### src/rtl/cbor_stream_decoder_unit_defines.svh
// Assertion macros shared by the decoder RTL.
`ifndef CBOR_STREAM_DECODER_UNIT_DEFINES_SVH
`define CBOR_STREAM_DECODER_UNIT_DEFINES_SVH

`ifndef NO_ASSERTIONS
// Same-cycle implication
`define CSD_ASSERT_SAME(lbl, clk, rst_n, ante, cons) \
    lbl: assert property (@(posedge clk) disable iff (!rst_n) (ante) |-> (cons)) \
        else $error("cbor decoder check failed");
// Next-cycle implication
`define CSD_ASSERT_NEXT(lbl, clk, rst_n, ante, cons) \
    lbl: assert property (@(posedge clk) disable iff (!rst_n) (ante) |=> (cons)) \
        else $error("cbor decoder check failed");
`else
`define CSD_ASSERT_SAME(lbl, clk, rst_n, ante, cons)
`define CSD_ASSERT_NEXT(lbl, clk, rst_n, ante, cons)
`endif

`endif

### src/rtl/csd_pkg.sv
`timescale 1ns / 1ps
`default_nettype none
package csd_pkg;

    localparam int CSD_MAX_DEPTH = 16;

    // event kinds
    localparam logic [3:0] EV_UINT     = 4'd0;
    localparam logic [3:0] EV_NEGINT   = 4'd1;
    localparam logic [3:0] EV_FALSE    = 4'd2;
    localparam logic [3:0] EV_NULL     = 4'd4;
    localparam logic [3:0] EV_F32      = 4'd5;
    localparam logic [3:0] EV_F64      = 4'd6;
    localparam logic [3:0] EV_BSTART   = 4'd7;
    localparam logic [3:0] EV_TSTART   = 4'd8;
    localparam logic [3:0] EV_DATA     = 4'd9;
    localparam logic [3:0] EV_STR_END  = 4'd10;
    localparam logic [3:0] EV_ARR      = 4'd11;
    localparam logic [3:0] EV_MAP      = 4'd12;
    localparam logic [3:0] EV_CONT_END = 4'd13;

    // status codes
    localparam logic [3:0] SC_OK        = 4'd0;
    localparam logic [3:0] SC_BAD_INFO  = 4'd1;
    localparam logic [3:0] SC_FLOAT16   = 4'd2;
    localparam logic [3:0] SC_BAD_SIMPLE = 4'd3;
    localparam logic [3:0] SC_BAD_CHUNK = 4'd4;
    localparam logic [3:0] SC_OVERFLOW  = 4'd5;
    localparam logic [3:0] SC_EARLY_END = 4'd6;
    localparam logic [3:0] SC_EXTRA     = 4'd7;
    localparam logic [3:0] SC_TOO_DEEP  = 4'd8;

    // major types
    localparam logic [2:0] MJ_UINT   = 3'd0;
    localparam logic [2:0] MJ_NEGINT = 3'd1;
    localparam logic [2:0] MJ_BYTES  = 3'd2;
    localparam logic [2:0] MJ_TEXT   = 3'd3;
    localparam logic [2:0] MJ_ARRAY  = 3'd4;
    localparam logic [2:0] MJ_MAP    = 3'd5;
    localparam logic [2:0] MJ_TAG    = 3'd6;
    localparam logic [2:0] MJ_SIMPLE = 3'd7;

    localparam logic [4:0] AI_INDEF  = 5'h1f;
    localparam logic [7:0] BREAK_BYTE = 8'hff;

    typedef enum logic [2:0] {
        MD_HEAD, MD_BYTES, MD_CHUNK_HEAD, MD_CHUNK_BYTES, MD_DONE
    } t_mode;

    typedef enum logic [3:0] {
        S_IDLE, S_LOAD, S_BYTE, S_DEC, S_STREND, S_CEND, S_POPRD, S_POPEM,
        S_FIN, S_FLUSH, S_END
    } t_state;

    // one stack frame
    typedef struct packed {
        logic        is_map;
        logic        open;
        logic [62:0] left;
        logic        wants_key;
    } t_frame;

    typedef struct packed {
        logic [3:0]  kind;
        logic [63:0] arg;
        logic        indef;
        logic [4:0]  depth;
        logic        key;
        logic        done;
        logic [3:0]  status;
        logic        last;
    } t_event;

    // total head length from the first byte, 0 for reserved info
    function automatic logic [3:0] head_need(input logic [7:0] b);
        logic [3:0] n;
        case (b[4:0])
            5'd24:   n = 4'd2;
            5'd25:   n = 4'd3;
            5'd26:   n = 4'd5;
            5'd27:   n = 4'd9;
            5'd28, 5'd29, 5'd30: n = 4'd0;
            default: n = 4'd1;
        endcase
        return n;
    endfunction

    function automatic t_event mk_ev(input logic [3:0] kind, input logic [63:0] arg,
                                     input logic indef, input logic [4:0] depth,
                                     input logic key, input logic [3:0] status);
        t_event e;
        e.kind   = kind;
        e.arg    = arg;
        e.indef  = indef;
        e.depth  = depth;
        e.key    = (status == SC_OK) ? key : 1'b0;
        e.done   = 1'b0;
        e.status = status;
        e.last   = 1'b0;
        return e;
    endfunction

endpackage
`default_nettype wire

### src/rtl/csd_ram.sv
`timescale 1ns / 1ps
`default_nettype none
module csd_ram #(
    parameter int WIDTH = 8,
    parameter int DEPTH = 16
) (
    input  wire logic                                i_clk,
    input  wire logic                                i_we,
    input  wire logic [(DEPTH > 1 ? $clog2(DEPTH) : 1)-1:0] i_waddr,
    input  wire logic [WIDTH-1:0]                    i_wdata,
    input  wire logic [(DEPTH > 1 ? $clog2(DEPTH) : 1)-1:0] i_raddr,
    output logic [WIDTH-1:0]                         o_rdata
);
    logic [WIDTH-1:0] mem [DEPTH];

    always_ff @(posedge i_clk) begin
        if (i_we) begin
            mem[i_waddr] <= i_wdata;
        end
        o_rdata <= mem[i_raddr];
    end
endmodule
`default_nettype wire

### src/rtl/cbor_stream_decoder_unit.sv
`timescale 1ns / 1ps
`default_nettype none
// Channel  Handshake                 Payload
// input    i_in_valid / o_in_ready   i_in_byte, i_in_end
// output   o_out_valid / i_out_ready o_event_kind .. o_last
//
// Requests run one at a time, and output stalls can hold any of them. A byte
// dropped after a latched error stays in S_IDLE; an end mark passes S_END
// and S_FLUSH; other bytes pass S_LOAD, S_BYTE and S_FLUSH, plus S_DEC for a
// completed head. Finishing an item, a string or empty-container end, and
// each closed container (registered stack RAM read, S_POPRD) add states.
// Synchronous active-low reset; the frame RAM needs no clearing.
// A stalled output holds the pipeline in the event staging register.
// An end mark resets the decoder state for a new stream.
`include "cbor_stream_decoder_unit_defines.svh"
module cbor_stream_decoder_unit #(
    parameter int MAX_DEPTH = csd_pkg::CSD_MAX_DEPTH
) (
    input  wire logic        i_clk,
    input  wire logic        i_rst_n,
    input  wire logic        i_in_valid,
    output logic             o_in_ready,
    input  wire logic [7:0]  i_in_byte,
    input  wire logic        i_in_end,
    output logic             o_out_valid,
    input  wire logic        i_out_ready,
    output logic [3:0]       o_event_kind,
    output logic [63:0]      o_event_arg,
    output logic             o_indefinite,
    output logic [4:0]       o_nest_depth,
    output logic             o_is_key,
    output logic             o_value_done,
    output logic [3:0]       o_status,
    output logic             o_last
);
    import csd_pkg::*;

    localparam int SPW = $clog2(MAX_DEPTH + 1);
    localparam int AW  = (MAX_DEPTH > 1) ? $clog2(MAX_DEPTH) : 1;
    localparam int FW  = $bits(t_frame);

    t_state       r_state, n_state;
    t_mode        r_mode, n_mode;
    logic [SPW-1:0] r_sp, n_sp;
    logic [3:0]   r_hc, n_hc;
    logic         r_err, n_err;
    logic [63:0]  r_pl, n_pl;
    logic [7:0]   r_b0, n_b0;
    logic [63:0]  r_arg, n_arg;
    logic [7:0]   r_byte, n_byte;
    t_frame       r_top, n_top;
    t_event       r_stg, n_stg;
    logic         r_pv, n_pv;
    t_event       r_out, n_out;
    logic         r_ovalid, n_ovalid;

    logic         ram_we;
    logic [AW-1:0] ram_waddr, ram_raddr;
    t_frame       ram_wdata, ram_rdata;
    logic [FW-1:0] ram_rbits;

    // frame stack
    csd_ram #(.WIDTH(FW), .DEPTH(MAX_DEPTH)) u_stack (
        .i_clk  (i_clk),
        .i_we   (ram_we),
        .i_waddr(ram_waddr),
        .i_wdata(ram_wdata),
        .i_raddr(ram_raddr),
        .o_rdata(ram_rbits)
    );
    assign ram_rdata = t_frame'(ram_rbits);

    // shared decode terms
    logic        in_acc, out_free, can_emit, sp_zero, key_top, key_rd;
    logic [4:0]  depth5;
    logic [AW-1:0] top_addr;
    logic [63:0] pl_dec;
    logic        brk, brk_pop;
    logic [3:0]  need_b, hc_inc;
    logic [2:0]  maj;
    logic [4:0]  inf;
    logic [63:0] dec_arg;
    logic        c_open;
    logic [62:0] left_dec;
    logic [SPW-1:0] sp_m1;

    assign o_in_ready = (r_state == S_IDLE);
    assign in_acc   = i_in_valid && o_in_ready;
    assign out_free = !r_ovalid || i_out_ready;
    assign can_emit = !r_pv || out_free;
    assign sp_zero  = (r_sp == '0);
    assign sp_m1    = r_sp - 1'b1;
    assign top_addr = sp_m1[AW-1:0];
    assign ram_raddr = top_addr;
    assign depth5   = 5'(r_sp);
    assign key_top  = !sp_zero && r_top.is_map && r_top.wants_key;
    assign key_rd   = !sp_zero && ram_rdata.is_map && ram_rdata.wants_key;
    assign pl_dec   = r_pl - {63'd0, (r_pl != 64'd0)};
    assign brk      = (r_hc == 4'd0) && (r_byte == BREAK_BYTE);
    assign brk_pop  = brk && (r_mode == MD_HEAD) && !sp_zero && r_top.open &&
                      (!r_top.is_map || r_top.wants_key);
    assign need_b   = head_need((r_hc == 4'd0) ? r_byte : r_b0);
    assign hc_inc   = r_hc + 4'd1;
    assign maj      = r_b0[7:5];
    assign inf      = r_b0[4:0];
    assign dec_arg  = (inf < 5'd24) ? {59'd0, inf} : r_arg;
    assign c_open   = (inf == AI_INDEF);
    assign left_dec = r_top.left - {62'd0, (r_top.left != 63'd0)};

    // next state
    always_comb begin
        n_state = r_state;
        case (r_state)
            S_IDLE: begin
                if (in_acc) begin
                    if (i_in_end) n_state = S_END;
                    else if (!r_err) n_state = S_LOAD;
                end
            end
            S_LOAD: n_state = S_BYTE;
            S_BYTE: begin
                if (r_mode == MD_DONE) n_state = S_FLUSH;
                else if (r_mode == MD_BYTES || r_mode == MD_CHUNK_BYTES) begin
                    n_state = (pl_dec == 64'd0 && r_mode == MD_BYTES) ? S_STREND : S_FLUSH;
                end else if (brk && r_mode == MD_CHUNK_HEAD) n_state = S_FIN;
                else if (brk_pop) n_state = S_POPRD;
                else if (need_b == 4'd0) n_state = S_FLUSH;
                else if (hc_inc == need_b) n_state = S_DEC;
                else n_state = S_FLUSH;
            end
            S_DEC: begin
                n_state = S_FLUSH;
                if (r_mode != MD_CHUNK_HEAD) begin
                    case (maj)
                        MJ_UINT, MJ_NEGINT: if (!c_open) n_state = S_FIN;
                        MJ_SIMPLE: begin
                            if ((inf inside {[5'd20:5'd23]}) || inf == 5'd26 ||
                                inf == 5'd27) n_state = S_FIN;
                        end
                        MJ_BYTES, MJ_TEXT: if (!c_open && dec_arg == 64'd0) n_state = S_STREND;
                        MJ_ARRAY, MJ_MAP: begin
                            if (!c_open && !dec_arg[63] && r_sp < SPW'(MAX_DEPTH) &&
                                dec_arg == 64'd0) n_state = S_CEND;
                        end
                        default: n_state = S_FLUSH;
                    endcase
                end
            end
            S_STREND, S_CEND: if (can_emit) n_state = S_FIN;
            S_POPRD: n_state = S_POPEM;
            S_POPEM: if (can_emit) n_state = S_FIN;
            S_FIN: begin
                n_state = S_FLUSH;
                if (!sp_zero && !(r_top.is_map && r_top.wants_key) && !r_top.open &&
                    left_dec == 63'd0) n_state = S_POPRD;
            end
            S_FLUSH: if (!r_pv || out_free) n_state = S_IDLE;
            S_END: n_state = S_FLUSH;
            default: n_state = S_IDLE;
        endcase
    end

    // datapath and event production
    logic   e_req;
    t_event e_ev;
    t_frame f_new;
    always_comb begin
        n_mode = r_mode;  n_sp = r_sp;   n_hc = r_hc;   n_err = r_err;
        n_pl = r_pl;      n_b0 = r_b0;   n_arg = r_arg; n_top = r_top;
        n_byte = r_byte;  n_stg = r_stg; n_pv = r_pv;
        n_out = r_out;    n_ovalid = r_ovalid && !i_out_ready;
        ram_we = 1'b0;    ram_waddr = top_addr; ram_wdata = r_top;
        e_req = 1'b0;
        e_ev = mk_ev(EV_UINT, 64'd0, 1'b0, depth5, 1'b0, SC_OK);
        f_new = r_top;
        case (r_state)
            S_IDLE: if (in_acc) n_byte = i_in_byte;
            S_LOAD: n_top = ram_rdata;
            S_BYTE: begin
                if (r_mode == MD_DONE) begin
                    e_req = 1'b1; n_err = 1'b1;
                    e_ev = mk_ev(EV_UINT, 64'd0, 1'b0, depth5, 1'b0, SC_EXTRA);
                end else if (r_mode == MD_BYTES || r_mode == MD_CHUNK_BYTES) begin
                    e_req = 1'b1;
                    e_ev = mk_ev(EV_DATA, {56'd0, r_byte}, 1'b0, depth5, key_top, SC_OK);
                    n_pl = pl_dec;
                    if (pl_dec == 64'd0 && r_mode == MD_CHUNK_BYTES) n_mode = MD_CHUNK_HEAD;
                end else if (brk && r_mode == MD_CHUNK_HEAD) begin
                    e_req = 1'b1;
                    e_ev = mk_ev(EV_STR_END, 64'd0, 1'b0, depth5, key_top, SC_OK);
                end else if (brk_pop) begin
                    n_sp = sp_m1;
                end else begin
                    if (r_hc == 4'd0) begin
                        n_b0 = r_byte; n_arg = 64'd0;
                    end else begin
                        n_arg = {r_arg[55:0], r_byte};
                    end
                    if (need_b == 4'd0) begin
                        n_hc = 4'd0; e_req = 1'b1; n_err = 1'b1;
                        e_ev = mk_ev(EV_UINT, 64'd0, 1'b0, depth5, 1'b0, SC_BAD_INFO);
                    end else begin
                        n_hc = (hc_inc == need_b) ? 4'd0 : hc_inc;
                    end
                end
            end
            S_DEC: begin
                if (r_mode == MD_CHUNK_HEAD) begin
                    if (maj != MJ_BYTES && maj != MJ_TEXT) begin
                        e_req = 1'b1; n_err = 1'b1;
                        e_ev = mk_ev(EV_UINT, 64'd0, 1'b0, depth5, 1'b0, SC_BAD_CHUNK);
                    end else if (c_open) begin
                        e_req = 1'b1; n_err = 1'b1;
                        e_ev = mk_ev(EV_UINT, 64'd0, 1'b0, depth5, 1'b0, SC_BAD_INFO);
                    end else if (dec_arg != 64'd0) begin
                        n_pl = dec_arg; n_mode = MD_CHUNK_BYTES;
                    end
                end else begin
                    case (maj)
                        MJ_TAG: begin
                            if (c_open) begin
                                e_req = 1'b1; n_err = 1'b1;
                                e_ev = mk_ev(EV_UINT, 64'd0, 1'b0, depth5, 1'b0, SC_BAD_INFO);
                            end
                        end
                        MJ_UINT, MJ_NEGINT: begin
                            e_req = 1'b1;
                            if (c_open) begin
                                n_err = 1'b1;
                                e_ev = mk_ev(EV_UINT, 64'd0, 1'b0, depth5, 1'b0, SC_BAD_INFO);
                            end else begin
                                e_ev = mk_ev((maj == MJ_UINT) ? EV_UINT : EV_NEGINT, dec_arg,
                                             1'b0, depth5, key_top, SC_OK);
                            end
                        end
                        MJ_SIMPLE: begin
                            e_req = 1'b1;
                            if (inf inside {[5'd20:5'd23]}) begin
                                e_ev = mk_ev((inf == 5'd23) ? EV_NULL :
                                             (EV_FALSE + 4'(inf - 5'd20)), 64'd0, 1'b0,
                                             depth5, key_top, SC_OK);
                            end else if (inf == 5'd26) begin
                                e_ev = mk_ev(EV_F32, dec_arg, 1'b0, depth5, key_top, SC_OK);
                            end else if (inf == 5'd27) begin
                                e_ev = mk_ev(EV_F64, dec_arg, 1'b0, depth5, key_top, SC_OK);
                            end else begin
                                n_err = 1'b1;
                                e_ev = mk_ev(EV_UINT, 64'd0, 1'b0, depth5, 1'b0,
                                             (inf == 5'd25) ? SC_FLOAT16 : SC_BAD_SIMPLE);
                            end
                        end
                        MJ_BYTES, MJ_TEXT: begin
                            e_req = 1'b1;
                            e_ev = mk_ev((maj == MJ_BYTES) ? EV_BSTART : EV_TSTART,
                                         c_open ? 64'd0 : dec_arg, c_open, depth5,
                                         key_top, SC_OK);
                            if (c_open) n_mode = MD_CHUNK_HEAD;
                            else if (dec_arg != 64'd0) begin
                                n_pl = dec_arg; n_mode = MD_BYTES;
                            end
                        end
                        default: begin
                            e_req = 1'b1;
                            if (!c_open && dec_arg[63]) begin
                                n_err = 1'b1;
                                e_ev = mk_ev(EV_UINT, 64'd0, 1'b0, depth5, 1'b0, SC_OVERFLOW);
                            end else if (r_sp >= SPW'(MAX_DEPTH)) begin
                                n_err = 1'b1;
                                e_ev = mk_ev(EV_UINT, 64'd0, 1'b0, depth5, 1'b0, SC_TOO_DEEP);
                            end else begin
                                e_ev = mk_ev((maj == MJ_ARRAY) ? EV_ARR : EV_MAP,
                                             c_open ? 64'd0 : dec_arg, c_open, depth5,
                                             key_top, SC_OK);
                                if (c_open || dec_arg != 64'd0) begin
                                    // push new frame
                                    f_new.is_map    = (maj == MJ_MAP);
                                    f_new.open      = c_open;
                                    f_new.left      = c_open ? 63'd0 : dec_arg[62:0];
                                    f_new.wants_key = (maj == MJ_MAP);
                                    ram_we    = 1'b1;
                                    ram_waddr = r_sp[AW-1:0];
                                    ram_wdata = f_new;
                                    n_top     = f_new;
                                    n_sp      = r_sp + 1'b1;
                                end
                            end
                        end
                    endcase
                end
            end
            S_STREND: begin
                e_req = can_emit;
                e_ev = mk_ev(EV_STR_END, 64'd0, 1'b0, depth5, key_top, SC_OK);
            end
            S_CEND: begin
                e_req = can_emit;
                e_ev = mk_ev(EV_CONT_END, 64'd0, 1'b0, depth5, key_top, SC_OK);
            end
            S_POPEM: begin
                e_req = can_emit;
                e_ev = mk_ev(EV_CONT_END, 64'd0, 1'b0, depth5, key_rd, SC_OK);
                if (can_emit) n_top = ram_rdata;
            end
            S_FIN: begin
                n_mode = MD_HEAD;
                if (sp_zero) begin
                    n_mode = MD_DONE;
                    if (r_pv) n_stg.done = 1'b1;
                end else if (r_top.is_map && r_top.wants_key) begin
                    n_top.wants_key = 1'b0;
                    ram_we = 1'b1; ram_wdata = n_top;
                end else begin
                    if (r_top.is_map) n_top.wants_key = 1'b1;
                    if (!r_top.open) n_top.left = left_dec;
                    if (r_top.open || left_dec != 63'd0) begin
                        ram_we = 1'b1; ram_wdata = n_top;
                    end else begin
                        n_sp = sp_m1;
                    end
                end
            end
            S_FLUSH: begin
                if (r_pv && out_free) begin
                    n_out = r_stg; n_out.last = 1'b1;
                    n_ovalid = 1'b1; n_pv = 1'b0;
                end
            end
            S_END: begin
                if (!r_err && r_mode != MD_DONE) begin
                    e_req = 1'b1;
                    e_ev = mk_ev(EV_UINT, 64'd0, 1'b0, depth5, 1'b0, SC_EARLY_END);
                end
                n_sp = '0; n_mode = MD_HEAD; n_hc = 4'd0; n_pl = 64'd0; n_err = 1'b0;
            end
            default: ;
        endcase
        // move the older staged event out when a new one arrives
        if (e_req) begin
            if (r_pv) begin
                n_out = r_stg; n_out.last = 1'b0; n_ovalid = 1'b1;
            end
            n_stg = e_ev; n_pv = 1'b1;
        end
    end

    // control registers
    always_ff @(posedge i_clk) begin
        if (!i_rst_n) begin
            r_state  <= S_IDLE;
            r_mode   <= MD_HEAD;
            r_sp     <= '0;
            r_hc     <= 4'd0;
            r_err    <= 1'b0;
            r_pl     <= 64'd0;
            r_pv     <= 1'b0;
            r_ovalid <= 1'b0;
        end else begin
            r_state  <= n_state;
            r_mode   <= n_mode;
            r_sp     <= n_sp;
            r_hc     <= n_hc;
            r_err    <= n_err;
            r_pl     <= n_pl;
            r_pv     <= n_pv;
            r_ovalid <= n_ovalid;
        end
    end

    // payload registers
    always_ff @(posedge i_clk) begin
        r_b0   <= n_b0;
        r_arg  <= n_arg;
        r_byte <= n_byte;
        r_top  <= n_top;
        r_stg  <= n_stg;
        r_out  <= n_out;
    end

    assign o_out_valid  = r_ovalid;
    assign o_event_kind = r_out.kind;
    assign o_event_arg  = r_out.arg;
    assign o_indefinite = r_out.indef;
    assign o_nest_depth = r_out.depth;
    assign o_is_key     = r_out.key;
    assign o_value_done = r_out.done;
    assign o_status     = r_out.status;
    assign o_last       = r_out.last;

    `CSD_ASSERT_SAME(a_ready_clean, i_clk, i_rst_n, o_in_ready, !r_pv)
    `CSD_ASSERT_SAME(a_sp_range, i_clk, i_rst_n, 1'b1, r_sp <= SPW'(MAX_DEPTH))
    `CSD_ASSERT_NEXT(a_err_quiet, i_clk, i_rst_n, in_acc && !i_in_end && r_err, r_state == S_IDLE && !r_pv)
    `CSD_ASSERT_NEXT(a_done_mark, i_clk, i_rst_n, r_state == S_FIN && sp_zero && r_pv, r_stg.done)
endmodule
`default_nettype wire
### config.mk
export PLATFORM = sky130hd
export DESIGN_NAME = cbor_stream_decoder_unit
export DESIGN_NICKNAME = d
export VERILOG_FILES = /design/src/rtl/csd_pkg.sv /design/src/rtl/csd_ram.sv /design/src/rtl/cbor_stream_decoder_unit.sv
export VERILOG_INCLUDE_DIRS = /design/src /design/src/rtl
export SDC_FILE = /design/constraint.sdc
export NUM_CORES = 2
export LEC_CHECK = 0
export CAP_MARGIN = 30
export CORE_ASPECT_RATIO = 1.4
export CORE_UTILIZATION = 65
export CTS_BUF_LIST = sky130_fd_sc_hd__clkbuf_8
export CTS_CLUSTER_DIAMETER = 60
export CTS_CLUSTER_SIZE = 28
export DETAILED_ROUTE_END_ITERATION = 12
export DONT_BUFFER_PORTS = 1
export PLACE_DENSITY = 0.85
export SETUP_SLACK_MARGIN = 0.2
export SYNTH_ARGS = -nofsm -noshare
export SYNTH_HDL_FRONTEND = slang
export SYNTH_HIERARCHICAL = 1
export SYNTH_SLANG_ARGS = --single-unit
### constraint.sdc
create_clock -name i_clk -period 12.6 [get_ports i_clk]
set_clock_uncertainty 0.2 [all_clocks]
set_input_delay 1.26 -clock i_clk [delete_from_list [all_inputs] [get_ports i_clk]]
set_output_delay 1.26 -clock i_clk [all_outputs]
set_load 0.01 [all_outputs]
After elaboration in Yosys (flattened, before gate mapping). Memory sizes are Yosys's and may differ from the RTL's. A register that Yosys moved wholly into a read port is not among the register bits. Cells that the tools add are included.

Bits in registers: 391. Memory bits (writable): 1056. Input port bits: 13. Word-level logic and storage cells: 373. Memories: 1.

Add/subtract/negate cells: 7. Magnitude comparators: 5. Equality and inequality tests: 73. Mux-type cells: 162. Bitwise operators: 4. Reduce and logical (&&, ||, !) cells: 89.

Memory list: u_stack.mem (words 16, width 66, read ports 1, clocked after Yosys merged registers in 1, write ports 1, line csd_ram.sv:14) `logic [WIDTH-1:0] mem [DEPTH];`.

Operator list (number): 81-bit 2-to-1 mux (11); 64-bit 2-to-1 mux (13); 81-bit one-hot mux with 6 select lines (1); 66-bit 2-to-1 mux (6); 81-bit one-hot mux with 4 select lines (1); 64-bit one-hot mux with 4 select lines (1); 64-bit one-hot mux with 3 select lines (1); 63-bit 2-to-1 mux (3); 80-bit 2-to-1 mux (2); 66-bit one-hot mux with 2 select lines (1); 64-bit logical NOT (2); 4-bit 2-to-1 mux (32); 64-bit nonzero test (2); 63-bit nonzero test (2); 78-bit 2-to-1 mux (1); 5-bit 2-to-1 mux (13); 64-bit by 1-bit subtractor with 64-bit output (1); 63-bit logical NOT (1); 63-bit by 1-bit subtractor with 63-bit output (1); 5-bit equality test, second input constant (12); 1-bit 2-to-1 mux (49); 3-bit 2-to-1 mux (12); 4-bit one-hot mux with 9 select lines (1); 2-bit != test, second input constant (17); other kinds (54) (154).

Logic depth before layout (Yosys ltp).
Depth after elaboration: 14. Mapped depth: 21.

Hierarchy. Netlist, hierarchy kept.

Modules (own cells, without submodules): csd_ram (instances 1, cells an instance 1698, area an instance 40799.1 µm², seq. area each 33031.7 µm²); cbor_stream_decoder_unit (instances 1, cells an instance 2752, area an instance 24243.3 µm², seq. area each 10880.4 µm²).

Worst setup path before layout. No wires, ideal clock.

Kind: register -> register. Start point: reg r_top[46] (netlist name). End point: mem u_stack/mem[0][0] (netlist name) (enable). Library setup time: 0.571 ns. Arrival: 8.863 ns. Setup slack: 2.966 ns. Cell stages (with the launch flop): 21. Cells stage by stage: edfxtp_1 clkbuf_1 or4_1 nand4bb_1 or2_1 nor2_1 nand3_1 ha_1 ha_1 nor3b_1 nand3_1 clkbuf_1 or2_2 o31ai_1 and4_1 nand4_1 nor4_1 or3_1 nand2_1 or3b_2 nor3_1.

Longest elaborated chain between the ends: 10.

Ends and longest elaborated chain: from (decl) (line cbor_stream_decoder_unit.sv:51) `t_frame r_top, n_top;`; from (signal assigned) (line cbor_stream_decoder_unit.sv:374) `r_top <= n_top;`; 63-bit nonzero test (line cbor_stream_decoder_unit.sv:108) `assign left_dec = r_top.left - {62'd0, (r_top.left != 63'd0)};`; 63-bit by 1-bit subtractor with 63-bit output (*) (line cbor_stream_decoder_unit.sv:108); 63-bit nonzero test (*) (line cbor_stream_decoder_unit.sv:315) `if (r_top.open || left_dec != 63'd0) begin`; 1-bit logical OR (*) (line cbor_stream_decoder_unit.sv:315); 1-bit 2-to-1 mux (*) (line cbor_stream_decoder_unit.sv:315); 1-bit 2-to-1 mux (*) (line cbor_stream_decoder_unit.sv:309) `end else if (r_top.is_map && r_top.wants_key) begin`; 1-bit 2-to-1 mux (*) (line cbor_stream_decoder_unit.sv:306) `if (sp_zero) begin`; 1-bit one-hot mux with 2 select lines (*) (line cbor_stream_decoder_unit.sv:176) `case (r_state)`; named net ram_we (line cbor_stream_decoder_unit.sv:57) `logic ram_we;`; 1-bit 2-to-1 mux (*) (line csd_ram.sv:17) `if (i_we) begin`; 1-bit 2-to-1 mux (not written as such) (*) (line csd_ram.sv:18) `mem[i_waddr] <= i_wdata;`; to (decl) (line csd_ram.sv:14).

Mark *: on every way through the listed nets, which the timed path passes. The rest lies on a longest branch.

==> impl_metrics.ini <==
[grt]
grt_first_pass_wirelength_mm = 259
first_global_vias = 39900
grt.total_usage = 0.349
overflow = 0
grt_max_degree = 138
antenna_found_initial = 5

[route]
drc = 0
vias_per_cell = 7.33
wl_mm = 178
drtAntennaViolNets = 0
first_iter_violations = 6732
wl_per_cell_um = 31.3
firstDrtPassIters = 6
via_count = 41600

[critical_path]
r2r-start = r_top[46]$_DFFE_PP_
cp_top_family = simple AND/OR/NAND/NOR gates
start_kind = register
critPathMaxStageDelay_ns = 0.91
path_max_fanout = 33
crit_slowest_cell = and2_2
reg2reg_depth = 17
r2r-end = u_stack/mem[13][50]$_DFFE_PP_
cp.required_ns = 12.93
critical_path_class = register to register
cp.buffers_inverters = 0
crit_arrival_ns = 8.78
reg2reg_slack_ns = 4.14
end_kind = register
cp_cell_sequence = or4_1 -> nand4bb_1 -> or2_1 -> nor2_1 -> nand3_1 -> ha_1 -> ha_1 -> or4b_1 -> a2111oi_0 -> nand4_1 -> a211o_1 -> a2111oi_0 -> nand4_1 -> nor4_4 -> nand2b_2 -> and2_2 -> a221o_1

[floorplanning]
die_area_mm2 = 0.101
die_height_um = 376
rows = 136
start_util = 0.659
core-area_mm2 = 0.0987
die_x_um = 269
io_pins = 96

[cts]
clock_latency_ns = 0.85
clk_pin_slew_ns = 0.16
cts_buffer_depth = 3
cts_tree = yes
cts-htree-levels = 3
cts-resized-gates = 0
hold_buffers = 0
cts_setup_buffers = 0
cts_buffers = 69
root_buffer = clkbuf_8
cts_sinks = 1512

[sta]
tightest_slew_ns = 1.18
period_minus_slack_ns = 8.46
slew_headroom = 0.209
slew_violations = 0
hold_violations = 0
finalCritPeriodShare = 0.671
rsz0062_at_grt = false
hold_ws_ns = 0.309
clock.fmax_mhz = 118
setup_viol = 0
final.setup.tns_ns = 0

[synthesis]
synth.avg_cell_area_um2 = 14.6
synth.area.top_cells = edfxtp_1 (63%), mux4_2 (9.1%), dfxtp_1 (4.6%)
synthArstFlopShare = 0
synth_seq_cells = 1512
synth_flop_cell = edfxtp_1
synth.mux.area_fraction = 0.0926
synth-simple-area-share = 0.111
synth_cell_type_count = 87
netlist.area_leader.share = 0.629
synth-edff-count = 1363
seq_area_frac_synth = 0.675
synth_top_family_by_area = simple AND/OR/NAND/NOR gates
synth_xor_area_frac = 0.0144
yosys_warnings = 6
synthAdderAreaFrac = 0.00362
syn-cell-area_mm2 = 0.0650
synth-compound-area-share = 0.0788
syn_inst = 4450
yosysTopAreaCell = edfxtp_1
syn-num-nets = 4481

[run_status]
status = finished clean

[flow_run]
drv_cap = 0

[layout]
final_cells = 5673
final_area_mm2 = 0.0679
num-nets-final = 4336
syn2layout_area_growth_pct = 4.34
fill_cells = 6188
drive_gt1_frac = 0.126

[hold_path]
hp-start = i_in_byte[5]
hold_class = input port to register
hold_end = r_byte[5]$_DFFE_PP_
hold_depth = 0

[placed_design]
dp_cells = 5533
place_area_mm2 = 0.0663
io_buffer_count = 0
hpwl_mm = 114
gp_congestion = 1.06
final cells by class:
cell class                      count  area (um2)  share of cell area
Multi-Input combinational cell   2572       19800               0.291
Tap cell                         1311        1640              0.0242
Clock inverter                     50         358             0.00527
Timing Repair Buffer              107         981              0.0145
Inverter                           43         176             0.00260
Clock buffer                       73        1000              0.0148
Antenna cell                        5        12.5            0.000184
Sequential cell                  1512       43900               0.647
flip-flops by register name (all words and copies together) (netlist names), 4 cells and up, named ones only:
signal           count
r_b0                 8
r_hc                 4
r_arg               64
r_state              4
r_pl                64
depth5               5
u_stack/mem       1056
u_stack/o_rdata     66
r_byte               8
r_top               66
r_stg               80
cells in the final DEF, fill, tap and decap left out, types with 16 or more instances in the layout:
cell      synthesis  routed
edfxtp_1       1363    1363
nand2_1         347     344
nor2_1          330     315
mux4_2          264     264
a22oi_1         184     184
a21oi_1         158     157
dfxtp_1         149     149
o21ai_0         145     144
nor3_1          148     143
nor4_1           89      89
and2_1           88      85
buf_4            16      83
nor2b_1          79      76
clkbuf_8          0      73
inv_1            42      72
nand3_1          73      72
xnor2_1          58      58
xor2_1           49      49
or3_1            45      45
nand4_1          43      43
a211o_1          40      39
a221o_1          39      39
or4_1            33      33
o22ai_1          27      27
or2_2            24      24
nand2b_1         22      21
ha_1             18      18
o31ai_1          17      17
nor3b_1          17      16
o211ai_1         16      16
synthesized netlist by cell type (10+ instances only):
cell / number
nor4_1: 89
nor3b_1: 17
inv_1: 42
or4_1: 33
xor2_1: 49
and2_1: 88
and3_1: 10
nor3_1: 148
xnor2_1: 58
o32ai_1: 14
o211ai_1: 16
mux4_2: 264
a21oi_1: 158
a221o_1: 39
buf_1: 26
a31oi_1: 12
nand2b_1: 22
nand2_1: 347
nor2b_1: 79
nand3b_1: 15
a211o_1: 40
edfxtp_1: 1363
a21o_1: 10
o221ai_1: 11
o31ai_1: 17
or2_2: 24
ha_1: 18
or3_1: 45
o21ai_0: 145
buf_2: 15
nand3_1: 73
nor2_1: 330
buf_4: 16
buf_6: 16
dfxtp_1: 149
clkbuf_1: 250
a22oi_1: 184
o22ai_1: 27
nand4_1: 43
per-layer routing:
layer | global-route usage | wire [um]
met5 | 0 | 36
met4 | 0.219 | 13000
met3 | 0.0650 | 20000
met2 | 0.573 | 85800
met1 | 0.432 | 58800
worst reg2reg max path, cell delays in order, from the launching register on:
cell       delay, ns
edfxtp_1        0.55
or4_1           0.67
nand4bb_1       0.28
or2_1           0.33
nor2_1          0.17
nand3_1         0.11
ha_1            0.29
ha_1            0.34
or4b_1          0.44
a2111oi_0       0.68
nand4_1         0.17
a211o_1         0.27
a2111oi_0       0.45
nand4_1         0.29
nor4_4          0.61
nand2b_2        0.66
and2_2          0.92
a221o_1         0.74
stage by stage:
stage	utilization	worst slack (ns)
floorplan	-	2.97
CTS	0.686	4.29
detailed placement	0.672	4.34
finish	0.688	4.14
global route	0.688	3.86
global placement	0.670	4.35
cells by family after synthesis:
kind of cell / Yosys count
AO/OA/AOI/OAI: 755
AND/OR/NAND/NOR: 1419
multiplexers: 272
adder cells (fa/ha/maj): 19
flip-flops: 1512
buffers and inverters: 366
XOR/XNOR: 107
how the worst max path moves through the flow:
stage | start | slack, ns | endpoint | depth (start not counted)
3_5_place_dp | r_top[46]$_DFFE_PP_ | 4.34 | u_stack/mem[13][59]$_DFFE_PP_ | 17
3_3_place_gp | r_top[46]$_DFFE_PP_ | 4.35 | u_stack/mem[13][59]$_DFFE_PP_ | 17
6_report | r_top[46]$_DFFE_PP_ | 4.14 | u_stack/mem[13][50]$_DFFE_PP_ | 17
2_1_floorplan | r_top[46]$_DFFE_PP_ | 2.97 | u_stack/mem[0][0]$_DFFE_PP_ | 20
5_1_grt | r_top[46]$_DFFE_PP_ | 3.86 | u_stack/mem[13][50]$_DFFE_PP_ | 17
4_1_cts | r_top[46]$_DFFE_PP_ | 4.29 | u_stack/mem[6][59]$_DFFE_PP_ | 17
Power is left out: the tool's default activity adds up to more than one toggle a clock period on the data nets, which glitch-free logic cannot reach.
